<file path="src/oaht_pkg.sv">
// Shared types, codes and defaults for the open-addressing hash table.
package oaht_pkg;

  localparam int TABLE_DEPTH = 64;
  localparam int PROBE_SHIFT = 5;
  localparam int KEY_W       = 32;
  localparam int MAX_FILL_W  = 6;
  localparam int LIVE_W      = 7;
  localparam logic [MAX_FILL_W-1:0] MAX_FILL_RESET = 6'd42;

  typedef enum logic [1:0] {
    CMD_LOOKUP = 2'd0,
    CMD_INSERT = 2'd1,
    CMD_DELETE = 2'd2,
    CMD_SPARE  = 2'd3
  } cmd_t;

  typedef enum logic [1:0] {
    SLOT_EMPTY   = 2'd0,
    SLOT_LIVE    = 2'd1,
    SLOT_DELETED = 2'd2,
    SLOT_UNUSED  = 2'd3
  } slot_state_t;

  typedef enum logic [1:0] {
    RESP_PRESENT = 2'd0,
    RESP_ABSENT  = 2'd1,
    RESP_FULL    = 2'd2,
    RESP_SPARE   = 2'd3
  } resp_t;

  typedef struct packed {
    logic [KEY_W-1:0] key;
    logic [KEY_W-1:0] hash;
    logic [KEY_W-1:0] value;
  } entry_t;

  typedef struct packed {
    logic is_empty;
    logic is_match;
    logic is_free;
  } probe_res_t;

endpackage

</file>
<file path="src/oaht_probe_unit.sv">
// Probe step: classifies the slot just read and forms the next probe index.
module oaht_probe_unit #(
  parameter int TABLE_DEPTH = oaht_pkg::TABLE_DEPTH,
  parameter int PROBE_SHIFT = oaht_pkg::PROBE_SHIFT
) (
  input  logic [$clog2(TABLE_DEPTH)-1:0]   idx,
  input  logic [oaht_pkg::KEY_W-1:0]       perturb,
  input  logic                             first,
  input  oaht_pkg::slot_state_t            slot_state,
  input  oaht_pkg::entry_t                 entry,
  input  logic [oaht_pkg::KEY_W-1:0]       key,
  input  logic [oaht_pkg::KEY_W-1:0]       key_hash,
  output oaht_pkg::probe_res_t             res,
  output logic [$clog2(TABLE_DEPTH)-1:0]   idx_next,
  output logic [oaht_pkg::KEY_W-1:0]       perturb_next
);

  localparam int AW = $clog2(TABLE_DEPTH);

  logic [AW-1:0] five_i;

  // perturb is only shifted from the second step on
  assign perturb_next = first ? perturb : (perturb >> PROBE_SHIFT);
  assign five_i       = AW'({idx, 2'b00}) + idx;
  assign idx_next     = five_i + perturb_next[AW-1:0] + AW'(1);

  assign res.is_empty = (slot_state == oaht_pkg::SLOT_EMPTY);
  assign res.is_match = (slot_state == oaht_pkg::SLOT_LIVE) && (entry.key == key) &&
                        (first || (entry.hash == key_hash));
  assign res.is_free  = (slot_state != oaht_pkg::SLOT_EMPTY) &&
                        (slot_state != oaht_pkg::SLOT_LIVE);

endmodule

</file>
<file path="config.mk">
export PLATFORM = sky130hd
export DESIGN_NAME = oaht_probe_unit
export DESIGN_NICKNAME = d
export VERILOG_FILES = /design/src/oaht_pkg.sv /design/src/oaht_probe_unit.sv
export SDC_FILE = /design/constraint.sdc
export NUM_CORES = 1
export LEC_CHECK = 0
export ABC_AREA = 1
export BUFFER_PORTS_ARGS = -buffer_cell sky130_fd_sc_hd__buf_4
export CELL_PAD_IN_SITES_DETAIL_PLACEMENT = 0
export CELL_PAD_IN_SITES_GLOBAL_PLACEMENT = 1
export CORE_ASPECT_RATIO = 1.5
export CORE_MARGIN = 5
export CORE_UTILIZATION = 15
export DETAILED_ROUTE_END_ITERATION = 12
export PLACE_DENSITY_LB_ADDON = 0.1
export SYNTH_ARGS = -nofsm -noshare
export SYNTH_HDL_FRONTEND = slang
export SYNTH_SLANG_ARGS = --single-unit
export TNS_END_PERCENT = 20
</file>
<file path="constraint.sdc">
create_clock -name vclk -period 2.2
set_clock_uncertainty 0.1 [all_clocks]
set_input_delay 0.11 -clock vclk [all_inputs]
set_output_delay 0.11 -clock vclk [all_outputs]
set_load 0.01 [all_outputs]
</file>
=== Word-level counts from Yosys, hierarchy flattened ===
Cells that the tools add are included.

* $add $sub $neg: 3
* Eq/ne operators: 4
* Muxes and demuxes: 1
* Reductions and logical operators: 6

{| class="wikitable"
|+ Operators by type and width
! operator !! count
|-
| equality test 32 bit || 2
|-
| two-way mux 32 bit || 1
|-
| adder 6 bit || 2
|-
| adder 6 x 1 -> 6 bit, second input constant || 1
|-
| logical AND 1 bit || 3
|-
| equality test 2 x 1 -> 1 bit, second input constant || 1
|-
| zero test 2 bit || 1
|-
| inequality test 2 x 1 -> 1 bit, second input constant || 1
|-
| nonzero test 2 bit || 1
|-
| logical OR 1 bit || 1
|}

* Register bits after elaboration: 0
* Word-level logic and storage cells: 14

=== Depth between registers and ports, before layout ===
Gate-level depths: netlist of the first run.

* Depth after elaboration: 3
* Gate-level depth with buffers: 11
* Gate-level depth less buffers: 11

=== Worst setup path before layout of the first run ===
No wires, ideal clock.

* Path type: input -> output
* Start: input port first
* End: output port idx_next[5]
* Data arrival time: 2092 ps
* Required time: 1990 ps
* Path slack: -102 ps
* Stages: 10
* Cells stage by stage: inv_2 -> clkbuf_1 -> nand2_1 -> nand2_1 -> fa_1 -> ha_1 -> nand2_1 -> o21ai_0 -> xor2_1 -> xor2_1

* Word-level cells in the longest chain between the ends: 3

{| class="wikitable"
|+ RTL lines
! element !! RTL line !! text
|-
| start, declared || oaht_probe_unit.sv:8 || <nowiki>input logic first,</nowiki>
|-
| two-way mux 32 bit || oaht_probe_unit.sv:23 || <nowiki>assign perturb_next = first ? perturb : (perturb >> PROBE_SHIFT);</nowiki>
|-
| net perturb_next, one bit || oaht_probe_unit.sv:15 || <nowiki>output logic [oaht_pkg::KEY_W-1:0] perturb_next</nowiki>
|-
| adder 6 bit || oaht_probe_unit.sv:25 || <nowiki>assign idx_next = five_i + perturb_next[AW-1:0] + AW'(1);</nowiki>
|-
| adder 6 x 1 -> 6 bit || oaht_probe_unit.sv:25 ||
|-
| end, declared || oaht_probe_unit.sv:14 || <nowiki>output logic [$clog2(TABLE_DEPTH)-1:0] idx_next,</nowiki>
|}

The timed path passes the listed nets, and every way through them passes these cells.

=== Worst setup path in the final report of the first run ===
* Start: input port first
* End: output port idx_next[5]

* Word-level cells in the longest chain between the ends: 3

{| class="wikitable"
|+ RTL lines
! element !! RTL line
|-
| two-way mux 32 bit || oaht_probe_unit.sv:23
|-
| adder 6 bit || oaht_probe_unit.sv:25
|-
| adder 6 x 1 -> 6 bit || oaht_probe_unit.sv:25
|}

No other way between the ends.

==> results of run 1 <==
stage by stage:
step / hold slack [ns] / setup slack, ns / utilization
after floorplan: 0.163 / 0.00476 / -
after global placement: 0.319 / -0.163 / 0.317
after detailed placement: 0.324 / -0.205 / 0.317
after CTS: 0.323 / -0.0600 / 0.321
after global routing: 0.336 / -0.174 / 0.323
final: 0.325 / -0.0537 / 0.323
final cells by class:
class	instances	area [µm²]	area share
tap	147	184	0.0517
inverter	77	292	0.0820
timing repair buffer	221	1680	0.472
multi-input combinational	264	1400	0.394
report_power, final:
| group | switching [mW] | internal [mW] | leakage [nW] |
|---|---|---|---|
| logic | 0.335 | 0.473 | 2.11 |
| registers | 0 | 0 | 0 |
| clock network | 0 | 0 | 0 |
| total | 0.335 | 0.473 | 2.11 |
routing by layer:
metal	wire length, µm	share of wire	vias up	GRT usage
li1	-	-	1440	-
met1	2490	0.31	1092	0.110
met2	4840	0.60	102	0.243
met3	737	0.091	0	0.0221
met4	0	0	0	0
met5	0	0	-	0
final timing paths:
| path | startpoint | endpoint | slack, ns | cells past startpoint |
|---|---|---|---|---|
| min | slot_state[1] | res[0] | 0.32 | 2 |
| max | first | idx_next[5] | -0.05 | 10 |
cells in the mapped netlist, drive strengths merged:
| library cell | number | area (µm²) |
|---|---|---|
| a21oi | 2 | 10.0 |
| clkbuf | 6 | 22.5 |
| fa | 4 | 80.1 |
| ha | 6 | 75.1 |
| inv | 77 | 289 |
| nand2 | 134 | 503 |
| nand3 | 3 | 15.0 |
| nor2 | 36 | 135 |
| nor3 | 2 | 10.0 |
| o211ai | 1 | 7.51 |
| o21ai | 36 | 180 |
| or2 | 3 | 18.8 |
| xnor2 | 30 | 263 |
| xor2 | 7 | 61.3 |
what timing repair did:
item	CTS	global route
resized for setup	10	6
cloned	0	0
pin swaps	11	7
endpoints found under the setup margin	2	2
buffers inserted	1	0
cells in the final DEF (no fill, tap or decap), drive strengths merged:
master and instances:
a21oi 2, or2 3, buf 221, o211ai 1, nor2 36, inv 77
nor3 2, fa 4, ha 6, nand2 134, o21ai 36, xor2 7
xnor2 30, nand3 3
cell families (layout without fill, tap and decap cells):
kind of cell | count (synthesis) | count (layout) | synth area share
compound gates | 39 | 39 | 0.118
xor+xnor | 37 | 37 | 0.194
fa+ha+maj | 10 | 10 | 0.0929
buf+inv | 83 | 298 | 0.187
simple gates | 178 | 178 | 0.408
==> summary.txt, run 1 <==
Timing
  • Clock period minus final worst setup slack: 2.25 ns
  • Tcrit/Tclk final: 1.02
  • Final Hold Fails: 0
  • Setup ws final: -0.0537 ns
  • Setup TNS: -0.0537 ns
  • Pin slew with the least headroom to its limit: 0.238 ns
  • Max Clk Rate: 444 MHz
  • Max_slew headroom: 0.840
  • Final setup viols: 1
  • Max-slew violation count: 0
  • RSZ-0062 raised after global routing: true

Place
  • Placed insts: 708
  • # port buffers: 210
  • DP HPWL: 7.59 mm
  • Placer congestion estimate: 0.755
  • Placed cell area: 3490 µm²

Setup path
  • Largest delay contributor family on the critical path: adder cells
  • Worst-path fanout max: 3
  • Required time of the critical path: 1.99 ns
  • CP Buf/Inv Count: 3
  • Critical Path Slowest Stage Cell: fa_1
  • Critical path class: primary input to primary output
  • Critical Path Sink Type: primary output
  • Worst Setup Start Kind: primary input
  • Cell mode on critical path: xor2_1
  • Crit path largest cell delay: 0.48 ns
  • Worst path cell trace: buf_8, inv_4, or2_4, o21ai_4, fa_1, fa_2, o21ai_2, xor2_1, xor2_1, buf_4
  • Critical Path AT: 2.04 ns

Yosys
  • Yosys warnings: 0
  • Syn Inst Count: 347
  • Syn Area/Cell: 4.81 µm²
  • Net count after synthesis: 558
  • Count of cell types in the netlist: 16
  • Seq/Total Area, Yosys: 0
  • Mapped Area: 1670 µm²

Global route
  • Largest net degree at the start of global routing: 27
  • Antenna violations before repair: 0
  • Gr ovfl total: 0
  • Tot GR Track Use: 0.113
  • Vias in the first global route: 2,693
  • Global-route wire length before repair: 12.4 mm

Drt
  • # DRC: 0
  • Via/cell ratio: 3.72
  • Via count: 2,634
  • Final wirelength: 8.07 mm
  • DR iter-0 viols: 27
  • First-pass DRT Iterations: 4
  • DRT antenna net count: 0
  • Avg WL per Cell: 11.4 µm

Power and ir drop
  • Overall power: 808 µW
  • Power density over the cells: 227 nW/µm²
  • Peak supply drop: 58.6 µV
  • Leak: 2.11 nW

Finish
  • Flip-flop and latch area: 0 µm²
  • Seq_cells: 0
  • # diodes: 0
  • Final Net Count: 775
  • Layout cells sized above 1: 0.413
  • Finished Layout Cells: 709
  • Fillers: 1,302
  • CLK BUF: 0
  • Area growth syn-to-layout: 113%
  • Final instance area: 3550 µm²

Run
  • Number of max-cap violations: 0

Die
  • Die X: 96.2 µm
  • # rows: 47
  • Io pins: 242
  • Die ar.: 13,400 µm²
  • Starting Density: 0.152
  • Overall die height: 139 µm
  • Core area: 11,000 µm²

Worst hold path
  • Worst Hold Class: primary input to primary output

Run status
  • Failing checks: negative setup slack
  • Status: finished with violations

Clocking
  • Post-CTS Hold Buffers: 0
Power figures use the tool's default switching activity.
==> run 2, diff against run 1 <==
- REMOVE_ABC_BUFFERS: not set -> 1
- SLEW_MARGIN: not set -> 20
==> summary.txt, run 2 (synthesis results as in run 1) <==
Drt
  • First-pass DRT Iterations: 4 (unchanged)
  • Via count: 2,703 (+2.6%)
  • # DRC: 0 (unchanged)
  • DR iter-0 viols: 33 (+22%)
  • Final wirelength: 8.23 mm (+2.0%)
  • Via/cell ratio: 3.78 (+1.6%)
  • Avg WL per Cell: 11.5 µm (+0.99%)
  • DRT antenna net count: 0 (unchanged)

Power and ir drop
  • Combinational Power Share: 1.000 (about the same)
  • Power share of the sequential group: 0 (unchanged)
  • Leak: 2.15 nW (+1.9%)
  • Power density over the cells: 228 nW/µm² (+0.23%)
  • Switching Fraction: 0.409 (-0.00501)
  • Clk pwr share: 0 (unchanged)
  • P_sw: 339 µW (+1.2%)
  • Peak supply drop: 54.4 µV (-7.2%)
  • Internal power: 488 µW (+3.3%)

Setup path
  • Critical path class: primary input to primary output
  • Critical Path Slowest Stage Cell: fa_1
  • Required time of the critical path: 1.99 ns (about the same)
  • Crit path largest cell delay: 0.48 ns (about the same)
  • Worst Setup Start Kind: primary input
  • Worst path cell trace: buf_12, inv_8, or2_4, o21ai_4, fa_1, fa_2, o21ai_2, xor2_1, xor2_1, buf_4
  • Worst-path fanout max: 5 (+2)
  • Cell mode on critical path: xor2_1
  • Largest delay contributor family on the critical path: adder cells
  • Critical Path AT: 2.06 ns (+0.02 ns)
  • CP Buf/Inv Count: 3 (unchanged)
  • Critical Path Sink Type: primary output

Die
  • Overall die height: 139 µm (unchanged)
  • # rows: 47 (unchanged)
  • Io pins: 242 (unchanged)
  • Core area: 11,000 µm² (unchanged)
  • Die X: 96.2 µm (unchanged)
  • Starting Density: 0.152 (unchanged)
  • Die ar.: 13,400 µm² (unchanged)

Finish
  • # diodes: 0 (unchanged)
  • CLK BUF: 0 (unchanged)
  • Area growth syn-to-layout: 117%
  • Flip-flop and latch area: 0 µm² (unchanged)
  • Fillers: 1,256 (-3.5%)
  • Final Net Count: 782 (+0.90%)
  • Seq_cells: 0 (unchanged)
  • Layout cells sized above 1: 0.418 (+0.00547)
  • Most frequent cells in the layout: buf_4 (223), nand2_1 (133), inv_1 (76)
  • Final instance area: 3630 µm² (+2.2%)
  • Commonest non-fill, non-tap cell in the layout: buf_4

Place
  • Setup WS pre-CTS: -0.395 ns (-0.190 ns)
  • Placed cell area: 3510 µm² (+0.75%)
  • DP HPWL: 7.75 mm (+2.1%)
  • # port buffers: 210 (unchanged)
  • Placer congestion estimate: 0.748 (-0.87%)

Global route
  • Met2 Usage GRT: 0.263 (+0.0200)
  • M1 GR Usage: 0.0884 (-0.0211)
  • Antenna violations before repair: 0 (unchanged)
  • Tot GR Track Use: 0.113 (+0.000205)
  • Global-route wire length before repair: 12.2 mm (-1.2%)
  • Gr ovfl total: 0 (unchanged)
  • Largest net degree at the start of global routing: 18 (-33%)
  • Met3 GRT Util: 0.0281 (+0.00594)
  • Layer carrying the most global-route usage: met2
  • Vias in the first global route: 2,706 (+0.48%)

Timing
  • Pin slew with the least headroom to its limit: 0.272 ns (+0.0341 ns)
  • Final Hold Fails: 0 (unchanged)
  • Max_slew headroom: 0.817 (-0.0234)
  • Max Clk Rate: 441 MHz (-0.64%)
  • Tcrit/Tclk final: 1.03 (+0.00664)
  • Setup ws final: -0.0683 ns (-0.0146 ns)
  • Setup TNS: -0.0683 ns (-0.0146 ns)
  • Clock period minus final worst setup slack: 2.27 ns (+0.0146 ns)
  • RSZ-0062 raised after global routing: true
  • Max-slew violation count: 0 (unchanged)
  • Final setup viols: 1 (unchanged)

Run status
  • Status: finished with violations
  • Failing checks: negative setup slack

Run
  • Number of max-cap violations: 0 (unchanged)

Worst hold path
  • WHS Path Cells: 2 (unchanged)
  • Worst Hold End: res[0]
  • Hold path startpoint: slot_state[1]
  • Worst Hold Class: primary input to primary output

Clocking
  • Post-CTS Hold Buffers: 0 (unchanged)
## run 2: worst max-delay path by stage
stage | slack, ns | startpoint | cells after the start | endpoint
2_1_floorplan | -0.14 | first | 8 | idx_next[5]
3_3_place_gp | -0.37 | first | 10 | idx_next[5]
3_5_place_dp | -0.39 | first | 10 | idx_next[5]
4_1_cts | -0.08 | first | 10 | idx_next[5]
5_1_grt | -0.17 | first | 10 | idx_next[5]
6_report | -0.07 | first | 10 | idx_next[5]
## run 2: cell type report
class                           instances  area [µm²]  share of cell area
Timing Repair Buffer                  228        1740               0.480
Multi-Input combinational cell        264        1410               0.388
Inverter                               77         297              0.0816
Tap cell                              147         184              0.0506
## run 2: power groups by stage
stage	Clock [mW]	Combinational, mW	Sequential (mW)
after global routing	0	0.920	0
final	0	0.827	0
after detailed placement	0	0.801	0
after global placement	0	0.799	0
after CTS	0	0.820	0
after floorplan	0	0.314	0
## run 2: what timing repair did
item,in CTS,in global routing
buffers inserted,0,4
endpoints found under the setup margin,3,2
pin swaps,5,2
gates resized for setup,14,8
## run 2: layer usage
layer	wire length [µm]	vias up
li1	-	1456
met1	2280	1136
met2	5120	109
met3	814	2
met4	13	0
met5	0	-
## run 2: per-stage QoR
step | hold WS, ns | util | std cells | total power, mW
after floorplan | 0.120 | - | 341 | 0.314
after global placement | 0.319 | 0.319 | 712 | 0.799
after detailed placement | 0.321 | 0.319 | 712 | 0.801
after CTS | 0.320 | 0.324 | 712 | 0.820
after global routing | 0.338 | 0.330 | 716 | 0.920
final | 0.320 | 0.330 | 716 | 0.827
